## src/sv/cds_pkg.sv

```systemverilog
// Shared types and constants for the clock divider search unit.
package cds_pkg;

  // Source rate after optional doubling, and candidate error width.
  localparam int RATE_W = 33;
  localparam int ERR_W  = 33;

  // Status codes.
  localparam logic [1:0] ST_OK     = 2'd0;
  localparam logic [1:0] ST_ABSENT = 2'd1;
  localparam logic [1:0] ST_IN_USE = 2'd2;
  localparam logic [1:0] ST_ABOVE  = 2'd3;

  typedef struct packed {
    logic [31:0] source_hz;
    logic [31:0] target_hz;
    logic        clock_present;
    logic        clock_in_use;
  } req_t;

  typedef struct packed {
    logic [2:0]  divider_code;
    logic        fraction_bit;
    logic [31:0] rate_error;
    logic [2:0]  division_remainder;
    logic [1:0]  status;
  } rsp_t;

endpackage

```

## src/sv/cds_min_tree.sv

```systemverilog
// Registered tree picking the first candidate with least (error, remainder).
module cds_min_tree import cds_pkg::*; #(
  parameter int N     = 16,
  parameter int PW    = 3,
  parameter int REM_W = 3
) (
  input  logic             clk,
  input  logic             en,
  input  logic             leaf_v   [N],
  input  logic [ERR_W-1:0] leaf_err [N],
  input  logic [REM_W-1:0] leaf_rem [N],
  input  logic [PW-1:0]    leaf_pcd [N],
  input  logic             leaf_frac[N],
  output logic             best_v,
  output logic [ERR_W-1:0] best_err,
  output logic [REM_W-1:0] best_rem,
  output logic [PW-1:0]    best_pcd,
  output logic             best_frac
);

  localparam int LVL = (N > 1) ? $clog2(N) : 1;
  localparam int P   = 1 << LVL;
  localparam int NI  = P - 1;       // registered inner nodes
  localparam int NT  = 2 * P - 1;   // inner nodes plus leaves

  logic             nv [NI];
  logic [ERR_W-1:0] ne [NI];
  logic [REM_W-1:0] nr [NI];
  logic [PW-1:0]    np [NI];
  logic             nf [NI];

  logic             vv [NT];
  logic [ERR_W-1:0] ve [NT];
  logic [REM_W-1:0] vr [NT];
  logic [PW-1:0]    vp [NT];
  logic             vf [NT];

  logic             take_right [NI];

  // heap view: inner registers first, then leaves in candidate order
  always_comb begin
    for (int j = 0; j < NT; j++) begin
      if (j < NI) begin
        vv[j] = nv[j];
        ve[j] = ne[j];
        vr[j] = nr[j];
        vp[j] = np[j];
        vf[j] = nf[j];
      end else if (j - NI < N) begin
        vv[j] = leaf_v[j - NI];
        ve[j] = leaf_err[j - NI];
        vr[j] = leaf_rem[j - NI];
        vp[j] = leaf_pcd[j - NI];
        vf[j] = leaf_frac[j - NI];
      end else begin
        vv[j] = 1'b0;
        ve[j] = '0;
        vr[j] = '0;
        vp[j] = '0;
        vf[j] = 1'b0;
      end
    end
  end

  // right side wins only when strictly better, so the earliest tie survives
  always_comb begin
    for (int i = 0; i < NI; i++) begin
      take_right[i] = vv[2*i+2] &&
                      (!vv[2*i+1] ||
                       (ve[2*i+2] < ve[2*i+1]) ||
                       ((ve[2*i+2] == ve[2*i+1]) && (vr[2*i+2] < vr[2*i+1])));
    end
  end

  always_ff @(posedge clk) begin
    if (en) begin
      for (int i = 0; i < NI; i++) begin
        if (take_right[i]) begin
          nv[i] <= vv[2*i+2];
          ne[i] <= ve[2*i+2];
          nr[i] <= vr[2*i+2];
          np[i] <= vp[2*i+2];
          nf[i] <= vf[2*i+2];
        end else begin
          nv[i] <= vv[2*i+1];
          ne[i] <= ve[2*i+1];
          nr[i] <= vr[2*i+1];
          np[i] <= vp[2*i+1];
          nf[i] <= vf[2*i+1];
        end
      end
    end
  end

  assign best_v    = nv[0];
  assign best_err  = ne[0];
  assign best_rem  = nr[0];
  assign best_pcd  = np[0];
  assign best_frac = nf[0];

endmodule

```

## config.mk

```make
export PLATFORM = sky130hd
export DESIGN_NAME = cds_min_tree
export DESIGN_NICKNAME = d
export VERILOG_FILES = /design/src/sv/cds_pkg.sv /design/src/sv/cds_min_tree.sv
export SDC_FILE = /design/constraint.sdc
export NUM_CORES = 2
export LEC_CHECK = 0
export ABC_AREA = 1
export BUFFER_PORTS_ARGS = -buffer_cell sky130_fd_sc_hd__buf_4
export CAP_MARGIN = 20
export CORE_MARGIN = 1.5
export CORE_UTILIZATION = 53
export DETAILED_ROUTE_END_ITERATION = 12
export GPL_TIMING_DRIVEN = 0
export HOLD_SLACK_MARGIN = 0.03
export PLACE_DENSITY_LB_ADDON = 0.15
export SLEW_MARGIN = 20
export SYNTH_ARGS = -nofsm -noshare
export SYNTH_HDL_FRONTEND = slang
export SYNTH_SLANG_ARGS = --single-unit
```

## constraint.sdc

```tcl
create_clock -name clk -period 2.5 [get_ports clk]
set_clock_uncertainty 0.15 [all_clocks]
set_input_delay 0.5 -clock clk [delete_from_list [all_inputs] [get_ports clk]]
set_output_delay 0.5 -clock clk [all_outputs]
set_load 0.01 [all_outputs]
```

Word level (Yosys, flattened, before mapping) --
Memories as Yosys holds them, arrays and structs flattened. Index checks and enable logic that the tools add are counted.
Cells by class: bitwise logic cells 75, reductions and logical operators 75, mux-type cells 165, eq/ne operators 15, $lt $le $gt $ge 30
Operators by type and width (count):
- equality test 33 bit | 15
- less-than comparator 33 bit | 15
- 2-to-1 mux 33 bit | 15
- 2-to-1 mux 1 bit | 120
- 2-to-1 mux 3 bit | 30
- bitwise OR 1 bit | 75
- less-than comparator 3 bit | 15
- logical AND 1 bit | 30
- logical OR 1 bit | 30
- zero test 1 bit | 15
Storage, ports and cells: output and inout port bits 41, flip-flop bits (word level) 0, RAM bits 615, memories 5, word-level logic and storage cells 365, input bits 658
Memory list:
- ne | words 15, bits a word 33, read ports 15, clocked after Yosys merged registers in 0, wr ports 15, RTL line cds_min_tree.sv:27 | logic [ERR_W-1:0] ne [NI];
- np | words 15, bits a word 3, read ports 15, clocked after Yosys merged registers in 0, wr ports 15, RTL line cds_min_tree.sv:29 | logic [PW-1:0] np [NI];
- nr | words 15, bits a word 3, read ports 15, clocked after Yosys merged registers in 0, wr ports 15, RTL line cds_min_tree.sv:28 | logic [REM_W-1:0] nr [NI];
- nf | words 15, bits a word 1, read ports 15, clocked after Yosys merged registers in 0, wr ports 15, RTL line cds_min_tree.sv:30 | logic nf [NI];
- nv | words 15, bits a word 1, read ports 15, clocked after Yosys merged registers in 0, wr ports 15, RTL line cds_min_tree.sv:26 | logic nv [NI];

Logic depth before layout (Yosys ltp) --
word-level depth 8, depth in mapped cells 18, gate-level depth less buffers 17

Worst setup path before layout --
OpenSTA, ideal clock, no wires.
kind in2reg, from in en, to mem ne[0][0] (enable), path slack -0.002 ns, setup time 0.413 ns, data required time 1.937 ns, cell stages on the path 3, path buffers 3, data arrival time 1.939 ns, cell sequence buf_4 buf_4 clkbuf_1
RTL lines:
- from (decl) | RTL line cds_min_tree.sv:8 | input logic en,
- to (decl) | RTL line cds_min_tree.sv:27

==> key figures <==
Placed design
  – Post-Place Cells: 7050
  – IO Port Bufs: 697
  – Detailed Place HPWL: 116 mm
  – GPL Wtd Cong: 0.956

Detailed routing
  – Wire length per cell: 20.3 um
  – Vias: 41600
  – # DRC: 19
  – Routed WL: 154 mm
  – ANT nets after route: 0
  – DRT Pass-1 Iters: 10
  – Vias per cell: 5.47
  – Initial DRC count: 4208

Setup path
  – CP max FO: 8
  – Critical Path AT: 2.85 ns
  – Crit. End Element: register
  – Startpoint types: register
  – Worst Path Required: 2.75 ns
  – Critical path type: register to register

Finish
  – Fill cells: 5883
  – Layout area overhead: 38.0%
  – Commonest non-fill, non-tap cell in the layout: nand2_1
  – NumNets Final: 7679
  – Fin cells: 7609
  – Final core occ: 0.740
  – Layout cells sized above 1: 0.251
  – Most frequent cells in the layout: nand2_1, buf_4, inv_1, nand3_1, edfxtp_1

Synth
  – EDFF count, synth: 615
  – Sequential-to-total area share from yosys stat: 0.427
  – Top cell type's share of synthesized area: 0.427
  – Seq cells post-synth: 615
  – Mean Syn Cell Area: 8.19 sq um
  – Syn Nets: 6461
  – Post-Syn Instances: 5278
  – Distinct cell type count after synthesis: 29
  – Ys flop type: edfxtp_1
  – Synth area leaders: edfxtp_1, nand2_1, ha_1
  – Mapped Area: 43200 sq um
  – Async SR Flop Fraction: 0
  – Synth area leader: edfxtp_1
  – YS warnings: 0

Global routing
  – Largest net degree at the start of global routing: 33
  – Total GRT Usage: 0.345
  – Grt total ovfl: 0
  – First-pass GRT wire length: 217 mm
  – Vias in the first global route: 38700
  – Initial antenna violation count: 4

Floorplanning
  – I/O Pins: 699
  – Die X: 289 um
  – Initial core utilization: 0.536
  – Total Die Area: 83300 sq um
  – Die Ht: 289 um
  – Num rows: 104
  – Core footprint: 80700 sq um

Power and ir drop
  – Power share of the sequential group: 0.416
  – Switching Share: 0.315
  – Leak: 30.2 nW
  – Pwr Density: 551 nW/um^2
  – Clock share of power: 0.294
  – Comb pwr share: 0.290
  – Worst vdd ir: 0.581 mV
  – Internal power: 22.5 mW
  – Tot Pwr: 32.9 mW
  – Psw: 10.4 mW

Clock tree
  – Clock latency at the later pin of the worst-skew pair: 0.66 ns
  – Clock Path Buffers: 3
  – CTS tree: built
  – Htree depth: 2
  – Clock tree sinks: 615
  – Worst-path clk slew: 0.06 ns
  – Num CTS Buffers: 60
  – CTS Root Cell: clkbuf_16

Timing
  – Worst-Margin Slew: 0.996 ns
  – Max frequency: 0.384 GHz
  – RSZ-0062 raised after global routing: true
  – Slew HR: 0.336
  – Hold Fails Final Rpt: 0
  – Setup TNS Final: -6.65 ns
  – Min cycle time layout: 2.60 ns
  – Hold slack final: 0.0303 ns
  – Final worst setup slack: -0.105 ns
  – Final Cycle Share: 1.04
  – Setup violations, final: 165
  – Final slew viol count: 0

Flow run
  – Max Cap Violations: 0

Hold path
  – Worst Hold Class: primary input to register

Run status
  – Failing checks: design-rule violations, negative setup slack
  – Outcome: finished, violations left
## state kept, by name (all words and copies together), names as in the netlist
name / flops
nr: 45
np: 45
nv: 15
nf: 15
ne: 495
## layer usage
layer  global-route usage  share of wire  vias up
met5                    0              0        -
met4                0.150          0.047        0
met3               0.0585          0.087      437
met2                0.558           0.47     2034
met1                0.456           0.40    19500
li1                     -              -    19600
## layout make-up
type	instances	area, sq um	area share
multi-input cells	3680	22700	0.381
flip-flops and latches	615	18500	0.310
repair buffers	1157	10400	0.174
inverters	738	2770	0.0465
plain buffers	244	1950	0.0326
clock buffers	65	1520	0.0255
well taps	1060	1330	0.0222
clock inverters	47	549	0.00921
diodes	3	7.51	0.000126
## through the flow
stage	instance area [sq um]	setup slack, ns
2_1_floorplan	43200	-0.00192
3_3_place_gp	49800	-0.948
3_5_place_dp	50200	-0.860
4_1_cts	56400	-0.0404
5_1_grt	59700	-0.183
6_report	59700	-0.105
## cell families (layout without fill, tap and decap cells)
kind of cell | after synthesis | in the layout | share of synthesized area
compound gates | 283 | 283 | 0.0363
fa+ha+maj | 525 | 525 | 0.152
buf+inv | 983 | 2251 | 0.105
flops | 615 | 615 | 0.427
other cells | 0 | 3 | 0
simple gates | 2872 | 2872 | 0.279
## power by group through the flow
stage	sequential (mW)	clock [mW]	combinational, mW
3_3_place_gp	13.8	0	7.29
2_1_floorplan	13.4	0	4.62
5_1_grt	13.7	10.1	10.5
6_report	13.7	9.68	9.54
4_1_cts	13.6	9.69	8.30
3_5_place_dp	13.8	0	7.58
## synth_stat cells (16+ instances only)
master and number:
nand2_1 1855, nand2_2 51, buf_2 27, a21oi_1 177, edfxtp_1 615, ha_1 525, nor2_1 233, nor2_2 18
nand3_1 639, nand2_4 23, o21ai_0 44, buf_4 98, clkbuf_1 57, inv_1 737, buf_6 53, nand4_1 26
a21o_1 28, a21boi_0 16
## worst paths after layout
| path | slack, ns | startpoint | end | cells after the start |
|---|---|---|---|---|
| worst max-delay path | -0.10 | ne[1][228] | ne[0][222] | 14 |
| worst min-delay path | 0.03 | leaf_err[157] | ne[1][157] | 3 |
| worst max register to register | -0.10 | ne[1][228] | ne[0][222] | 14 |
| worst min register to register | 0.39 | np[0][18] | np[0][6] | 2 |
## what timing repair did
action / CTS / global route
pin swaps: 27 / 156
hold endpoints to repair: 251 / 10
buffers inserted: 10 / 62
cloned: 6 / 25
gates resized for setup: 96 / 602
endpoints found under the setup margin: 196 / 563
hold buffers: 367 / 10
## critical path, cell delays in order, from the launching register on
cell       delay [ns]
edfxtp_1         0.49
ha_4             0.33
nand2_4          0.05
nor2_4           0.15
a21boi_2         0.20
nor2_2           0.06
nand2_1          0.07
nor2_1           0.04
nand2_1          0.08
nand2_2          0.07
nand2_4          0.15
nand2_8          0.14
clkbuf_16        0.23
nand2_4          0.06
nand2_4          0.05
Power figures use the tool's default switching activity.
