$ cat config.mk
export PLATFORM = sky130hd
export DESIGN_NAME = cds_lane
export DESIGN_NICKNAME = d
export VERILOG_FILES = /design/src/sv/cds_pkg.sv /design/src/sv/cds_lane.sv
export SDC_FILE = /design/constraint.sdc
export NUM_CORES = 1
export LEC_CHECK = 0
export BUFFER_PORTS_ARGS = -buffer_cell sky130_fd_sc_hd__buf_2
export CORE_MARGIN = 2
export CORE_UTILIZATION = 40
export CTS_BUF_LIST = sky130_fd_sc_hd__clkbuf_8
export DETAILED_ROUTE_END_ITERATION = 7
export PLACE_DENSITY = 0.57
export SLEW_MARGIN = 20
export SYNTH_ARGS = -nofsm -noshare
export SYNTH_HDL_FRONTEND = slang
export SYNTH_SLANG_ARGS = --single-unit
$ cat constraint.sdc
create_clock -name clk -period 3.9 [get_ports clk]
set_input_delay 1.17 -clock clk [delete_from_list [all_inputs] [get_ports clk]]
set_output_delay 1.17 -clock clk [all_outputs]
set_load 0.05 [all_outputs]
$ cat src/sv/cds_pkg.sv
// Shared types and constants for the clock divider search unit.
package cds_pkg;

  // Source rate after optional doubling, and candidate error width.
  localparam int RATE_W = 33;
  localparam int ERR_W  = 33;

  // Status codes.
  localparam logic [1:0] ST_OK     = 2'd0;
  localparam logic [1:0] ST_ABSENT = 2'd1;
  localparam logic [1:0] ST_IN_USE = 2'd2;
  localparam logic [1:0] ST_ABOVE  = 2'd3;

  typedef struct packed {
    logic [31:0] source_hz;
    logic [31:0] target_hz;
    logic        clock_present;
    logic        clock_in_use;
  } req_t;

  typedef struct packed {
    logic [2:0]  divider_code;
    logic        fraction_bit;
    logic [31:0] rate_error;
    logic [2:0]  division_remainder;
    logic [1:0]  status;
  } rsp_t;

endpackage

$ cat src/sv/cds_lane.sv
// One candidate lane: divide by a fixed divisor, then absolute error to target.
module cds_lane import cds_pkg::*; #(
  parameter int DIVISOR = 1,
  parameter int REM_W   = 3
) (
  input  logic              clk,
  input  logic              en,
  input  logic [RATE_W-1:0] rate,
  input  logic [31:0]       tgt,
  output logic [ERR_W-1:0]  err,
  output logic [REM_W-1:0]  rem
);

  // floor(2^33 / d): quotient estimate is exact or one low
  localparam logic [33:0] RECIP = 34'((64'd1 << 33) / 64'(DIVISOR));
  localparam logic [6:0]  DIV_K = 7'(DIVISOR);

  logic [RATE_W-1:0] rate1, rate2;
  logic [49:0]       prod_lo, prod_hi;
  logic [RATE_W-1:0] q0, q0_3, q4;
  logic [7:0]        r0;
  logic [REM_W-1:0]  r4;

  logic [66:0]       full;
  logic [39:0]       back;
  logic [7:0]        r0_next;

  assign full    = {prod_hi, 17'd0} + {17'd0, prod_lo};
  assign back    = {7'd0, q0} * {33'd0, DIV_K};
  // true remainder is below 2*d, so the low byte is enough
  assign r0_next = rate2[7:0] - back[7:0];

  always_ff @(posedge clk) begin
    if (en) begin
      // stage 1: partial products of rate * reciprocal
      rate1   <= rate;
      prod_lo <= {17'd0, rate} * {33'd0, RECIP[16:0]};
      prod_hi <= {17'd0, rate} * {33'd0, RECIP[33:17]};
      // stage 2: quotient estimate
      rate2   <= rate1;
      q0      <= full[65:33];
      // stage 3: remainder of the estimate
      q0_3    <= q0;
      r0      <= r0_next;
      // stage 4: single correction step
      if (r0 >= {1'b0, DIV_K}) begin
        q4 <= q0_3 + RATE_W'(1);
        r4 <= REM_W'(r0 - {1'b0, DIV_K});
      end else begin
        q4 <= q0_3;
        r4 <= REM_W'(r0);
      end
      // stage 5: absolute error
      if (q4 > {1'b0, tgt}) begin
        err <= q4 - {1'b0, tgt};
      end else begin
        err <= {1'b0, tgt} - q4;
      end
      rem <= r4;
    end
  end

endmodule

; ---- Word-level counts from Yosys, hierarchy flattened
; Cells that the tools add are included.
; W data, S select, Z words.
[classes]
addsub = 5
magnitude_cmp = 2
n_mux = 3
[ops]
columns = operator, count
row1 = $mux W33, 2
row2 = $add A33 B1 Y33 const B, 1
row3 = $gt A33 B32 Y1, 1
row4 = $sub A32 B33 Y33, 1
row5 = $sub A33 B32 Y33, 1
row6 = $ge A8 B1 Y1 const B, 1
row7 = $sub A8 B8 Y8, 1
row8 = $mux W3, 1
row9 = $sub A3 B1 Y3 const B, 1
[word_totals]
register_bits = 179
wordCells = 18

; ---- Logic depth before layout (Yosys ltp)
; Gate-level depths: netlist of the first run.
[depth]
word_depth = 2
ltp_mapped = 14

; ---- Worst setup path before layout of the first run
; Ideal clock, no wire load.
[synth_path]
path_kind = input port to flip-flop
from = input tgt[3]
to = register err[31], data pin
setup_ps = 256
arrival_ps = 3402
setup_slack_ps = 242
cell_stages = 12
n_path_buf = 1
cell_sequence = inv_1 > ha_1 > buf_6 > a21o_1 > a21o_1 > o211ai_2 > a31oi_1 > o22ai_2 > o22ai_4 > mux2_4 > a211o_1 > o211a_1
[synth_via]
elab_chain_len = 2
elab_cells_between_ends = 4
[synth_lines]
columns = element, line
row1 = from (decl), cds_lane.sv:9  ; input logic [31:0] tgt,
row2 = $sub A32 B33 Y33 (tied with other cells), cds_lane.sv:57  ; err <= {1'b0, tgt} - q4;
row3 = $mux W33 *, cds_lane.sv:54  ; if (q4 > {1'b0, tgt}) begin
row4 = to (signal assigned), cds_lane.sv:55  ; err <= q4 - {1'b0, tgt};
row5 = to (signal assigned), cds_lane.sv:57
row6 = to (decl), cds_lane.sv:10  ; output logic [ERR_W-1:0] err,
; Every way passes the cells marked *; elsewhere a longest branch is shown, timed or not.
; A chain may end at the register's enable or synchronous reset.

; ---- Final worst setup path of the first run
[layout_path]
from = input tgt[10]
to = register err[29], data pin
; Same word-level chain as after synthesis.

==> results of run 1 <==
kinds of logic after synthesis:
kind of cell | Yosys count | synth area share, %
XOR/XNOR | 29 | 2.83
AO/OA/AOI/OAI | 203 | 14.8
buffers and inverters | 140 | 6.49
flip-flops | 169 | 56.5
other | 1 | 0.0417
adder cells (fa/ha/maj) | 66 | 9.35
multiplexers | 14 | 1.61
AND/OR/NAND/NOR | 150 | 8.41
power breakdown:
part | internal, uW | switching (uW) | total, uW
registers | 2190 | 41.2 | 2240
logic | 432 | 704 | 1140
clock network | 598 | 714 | 1310
total | 3220 | 1460 | 4680
per-stage QoR:
step,TNS [ns],instance area [um2]
floorplan,0,8990
global placement,-1.37,10400
detailed placement,-1.68,10400
CTS,0,10800
global route,0,10800
finish,0,10800
final cells by class:
type	count	area, um2
clock inverters	15	188
repair buffers	211	1370
inverters	76	285
clock buffers	17	234
fillers	1979	11100
multi-input cells	464	3340
flip-flops and latches	169	5070
well taps	280	350
worst max path at each step:
stage                        from       to  slack [ns]  cells after the start
after floorplan            tgt[3]  err[31]        0.24                     12
after global placement     tgt[7]  err[30]       -0.32                     12
after detailed placement   tgt[7]  err[30]       -0.26                     12
after CTS                  tgt[7]  err[30]        0.23                     12
after global routing       tgt[0]  err[30]        0.02                     13
final                     tgt[10]  err[29]        0.23                     14
routing by layer:
metal	vias up	global-route usage (%)	wire (um)
met3	15	3.30	853
li1	3086	-	-
met1	2786	25.8	9960
met2	126	24.3	8230
met5	-	0	10
met4	2	4.98	249
flip-flops by register name, summed over array words and instances (netlist names):
signal and count:
q0_3 33, err 33, q0 33, r4 2
q4 33, rem 2, prod_hi 33
repair_timing:
action / in CTS / in global routing
endpoints found under the hold margin: 0 / 0
endpoints found under the setup margin: 0 / 1
resized for setup: 0 / 1
cell usage in the layout, fill, tap and decap left out, types with 5 or more instances in the layout:
cell type | Yosys | layout
nand2b_1 | 10 | 10
a21o_1 | 32 | 32
nand2_1 | 37 | 37
clkbuf_8 | 0 | 17
buf_4 | 2 | 106
a211oi_1 | 9 | 9
nand4_1 | 8 | 8
o21a_1 | 7 | 7
o21ai_0 | 37 | 37
ha_1 | 64 | 64
nor2b_1 | 11 | 11
nand3_1 | 9 | 9
buf_2 | 20 | 101
xor2_1 | 13 | 13
nor3_1 | 6 | 6
nor2_1 | 43 | 43
edfxtp_1 | 169 | 169
xnor2_1 | 16 | 16
a21oi_1 | 64 | 64
o211ai_1 | 11 | 11
and3_1 | 5 | 5
mux2i_1 | 13 | 13
inv_1 | 76 | 77
and2_1 | 5 | 5
a31oi_1 | 5 | 5
==> impl_metrics.yaml, run 1 <==
sta:
  holdWs_ns: 0.414
  min_period_over_period_pct: 94.1
  hold_viol_final: 0
  skew_ns: 0.0134
  setup_ws_ns: 0.231
  fmax_mhz: 273
  worst_pin_slew_ns: 0.590
  fin_crit_ns: 3.67
  rsz0062_at_grt: "false"
  timing.final.max_slew_violations: 0
  finalSetupViolations: 0
  maxSlewHeadroom_pct: 60.2
synth:
  yosysSeqAreaShare_pct: 56.5
  synth_area_um2: 8990
  async_flop_share_pct: 0
  synth_top_area_share_pct: 56.5
  synth_seq_cells: 169
  syn_avg_cell_area_um2: 11.6
  synthFlopType: "edfxtp_1"
  synth_edf_count: 169
  synthCells: 772
  ys_types: 68
  yosys-top-cells-count: "169 x edfxtp_1, 76 x inv_1, 64 x a21oi_1, 64 x ha_1, 43 x nor2_1"
  synth_top_area_cell: "edfxtp_1"
  synthTopCellsByArea: "edfxtp_1 56%, ha_1 8.9%, a21oi_1 3.6%"
  synth_most_common_cell: "edfxtp_1"
  yosys_warnings: 0
cts:
  clkSlewWorstSetupHoldPaths_ns: 0.10
  htreeDepth: 4
  cts_buffers: 17
  cts.sinks: 169
  tritoncts: "done"
  holdBufCountCts: 0
  cts_setup_buffers: 0
  clk_latency_ns: 0.46
  cts_buffer_depth: 2
  cts-root-buf: "clkbuf_8"
die:
  die_w_um: 154
  coreArea_um2: 22000
  dieArea_um2: 23700
  initial_core_util_pct: 40.9
  placementRows: 54
  ios: 103
  die_h_um: 154
global_route:
  grt_overflow: 0
  grt_pass1_wl_mm: 31.2
  track_usage_pct: 16.9
  grt_max_degree: 68
  antenna_found_initial: 1
  grt_pass1_vias: 5879
worst_setup_path:
  reg2reg_setup_slack_ns: 0.64
  cp.arrival_ns: 3.88
  worstSetupStartpointType: "input port"
  crit_required_ns: 4.11
  path_delay_family: "compound AO/OA/AOI/OAI gates"
  crit_path_max_incr_delay_ns: 0.37
  crit_type: "in -> reg"
  timing.rr.end: "err[30]"
  crit_chain: "buf_2 > inv_1 > ha_1 > buf_4 > a21oi_1 > o221ai_1 > a211oi_1 > o21a_1 > o21ai_0 > a221oi_1 > buf_4 > nor2_1 > o41ai_2 > xnor2_1"
  ff2ff_path_depth: 12
  crit_buf_inv: 4
  r2r-start: "q4[0]"
  crit_fanout: 5
  crit_path_top_delay_cell: "a211oi_1"
  cpMostUsedCell: "buf_4"
  end_kind: "flop"
pwr:
  p_leak_uw: 0.00481
  cellPowerDensity_nw_per_um2: 432
  worst_ir_drop_vdd_mv: 0.260
  finalPower_uw: 4680
drt:
  first_iter_violations: 341
  totalWireLength_mm: 19.3
  vias: 6015
  first_pass_iters: 5
  wl_per_cell_um: 15.7
  drc: 0
  ant_nets: 0
  detail_route.vias_per_cell: 4.88
run:
  maxCapViolations: 0
place:
  dp_cells: 1200
  place_ws_ns: -0.262
  place.gp.congestion: 0.904
  io_buffers: 102
  dp_hpwl_mm: 14.9
outcome:
  status: "finished, final reports clean"
layout:
  diodes: 0
  syn_to_final_growth_pct: 20.7
  fin_util_pct: 49.4
  nets: 1072
  drive_above_1_share_pct: 26.6
  post_layout_nonfiller_instances: 1232
hold_path:
  hold_depth: 0
  holdPathEnd: "q4[20]"
  worst_hold_path_type: "reg -> reg"
  hp-start: "q0_3[20]"
No activity file was read; power rests on OpenSTA's default activity.
==> run 2: changes to the inputs <==
BUFFER_PORTS_ARGS = unset   (was -buffer_cell sky130_fd_sc_hd__buf_2)
DONT_BUFFER_PORTS = 1   (was unset)
PLACE_DENSITY = 0.53   (was 0.57)
clock period = 3.5 ns   (was 3.9 ns; I/O delays follow)
==> run 2 against run 1 <==
  * Setup slack got worse by 0.098 ns
  * Register-to-register slack got worse by 0.36 ns
  * Hold slack got worse by 0.00074 ns
  * Sequential power increased by 22%
==> impl_metrics.yaml, run 2 (synthesis gave the netlist of run 1 again) <==
cts:
  cts-root-buf: "clkbuf_8"
  tritoncts: "done"
  clk_latency_ns: 0.47
  cts_buffer_depth: 2
  cts.sinks: 169
  htreeDepth: 4
  cts_buffers: 17
  clkSlewWorstSetupHoldPaths_ns: 0.10
  holdBufCountCts: 0
hold_path:
  worst_hold_path_type: "reg -> reg"
  hp-start: "q0[30]"
worst_setup_path:
  crit_required_ns: 3.72
  end_kind: "flop"
  worstSetupStartpointType: "input port"
  crit_type: "in -> reg"
  cp.arrival_ns: 3.58
  r2r-start: "q4[12]"
  crit_fanout: 8
  crit_start: "tgt[8]"
layout:
  layout_commonest_cell: "edfxtp_1"
  drive_above_1_share_pct: 19.4
  syn_to_final_growth_pct: 15.4
  diodes: 0
  stdcell_area_um2: 10400
  fin_util_pct: 47.3
  fillers: 1976
  final_cell_mix: "169 x edfxtp_1, 113 x buf_4, 74 x inv_1"
  nets: 975
place:
  place.gp.congestion: 0.858
  io_buffers: 0
  place_area_um2: 9960
  dp_hpwl_mm: 15.3
sta:
  rsz0062_at_grt: "false"
  finalSetupViolations: 0
  min_period_over_period_pct: 96.2
  hold_viol_final: 0
  maxSlewHeadroom_pct: 41.2
  timing.final.max_slew_violations: 0
  fin_crit_ns: 3.37
  skew_ns: 0.0195
  tns_ns: 0
  worst_pin_slew_ns: 0.885
  fmax_mhz: 297
drt:
  first_iter_violations: 309
  vias: 5897
  wl_per_cell_um: 17.9
  first_pass_iters: 5
  totalWireLength_mm: 20.4
  drc: 0
  detail_route.vias_per_cell: 5.20
  ant_nets: 0
die:
  ios: 103
  dieArea_um2: 23700
  die_w_um: 154
  initial_core_util_pct: 40.9
  coreArea_um2: 22000
  placementRows: 54
  die_h_um: 154
global_route:
  grt_pass1_vias: 6086
  antenna_found_initial: 0
  grt_max_degree: 170
  grt_overflow: 0
  grt_pass1_wl_mm: 32.8
  track_usage_pct: 17.9
run:
  maxCapViolations: 0
pwr:
  cellPowerDensity_nw_per_um2: 491
  p_leak_uw: 0.00442
  worst_ir_drop_vdd_mv: 0.293
outcome:
  status: "finished, final reports clean"
run 2: changes by cell type in the layout (fill, tap and decap cells not counted), sizes merged:
cell,previous run,this run
inv,83,86
clkinvlp,1,0
buf,211,114
bufinv,2,0
run 2: final timing paths:
kind,endpoint,slack (ns),cells past startpoint
worst max-delay path,err[29],0.13,11
worst min-delay path,q0_3[30],0.41,0
worst max register to register,err[3],0.28,12
worst min register to register,q0_3[30],0.41,0
run 2: final cells by class:
type                            count  area (um2)  area share, %
Multi-Input combinational cell    464        3390           32.7
Clock inverter                     15         174           1.68
Inverter                           76         285           2.75
Clock buffer                       17         234           2.25
Timing Repair Buffer              114         868           8.37
Tap cell                          280         350           3.38
Sequential cell                   169        5070           48.9
run 2: power breakdown:
group	internal [uW]	switching (uW)	leakage (uW)
sequential	2450	291	0.00165
clock	547	861	0.000209
combinational	437	506	0.00256
run 2: per-stage QoR:
step / setup WS (ns) / total power (uW) / instances / hold WS [ns]
floorplan: 0.00402 / 3350 / 773 / 0.400
global placement: -0.380 / 3720 / 1103 / 0.400
detailed placement: -0.416 / 3730 / 1103 / 0.405
CTS: 0.0927 / 5160 / 1135 / 0.413
global route: 0.0116 / 5340 / 1135 / 0.424
finish: 0.133 / 5090 / 1135 / 0.413
run 2: routing by layer:
metal	up-vias	part of all wire, %	global-route usage (%)
met4	0	1.5	4.81
li1	2876	-	-
met1	2846	48	24.2
met2	153	46	28.9
met3	22	4.3	4.51
met5	-	0	0
run 2: critical path: stages:
cell and delay [ns]:
inv_1 0.02, ha_1 0.38, a21oi_1 0.33, o221ai_1 0.18
a211oi_1 0.28, o21a_1 0.19, o21ai_0 0.16, a221oi_2 0.37
nor2_1 0.09, o41ai_2 0.42, xnor2_1 0.10
run 2: repair_timing:
| item | in CTS | in global routing |
|---|---|---|
| setup buffers | 0 | 0 |
| hold endpoints to repair | 0 | 0 |
| gates resized for setup | 0 | 3 |
| setup endpoints to repair | 0 | 13 |
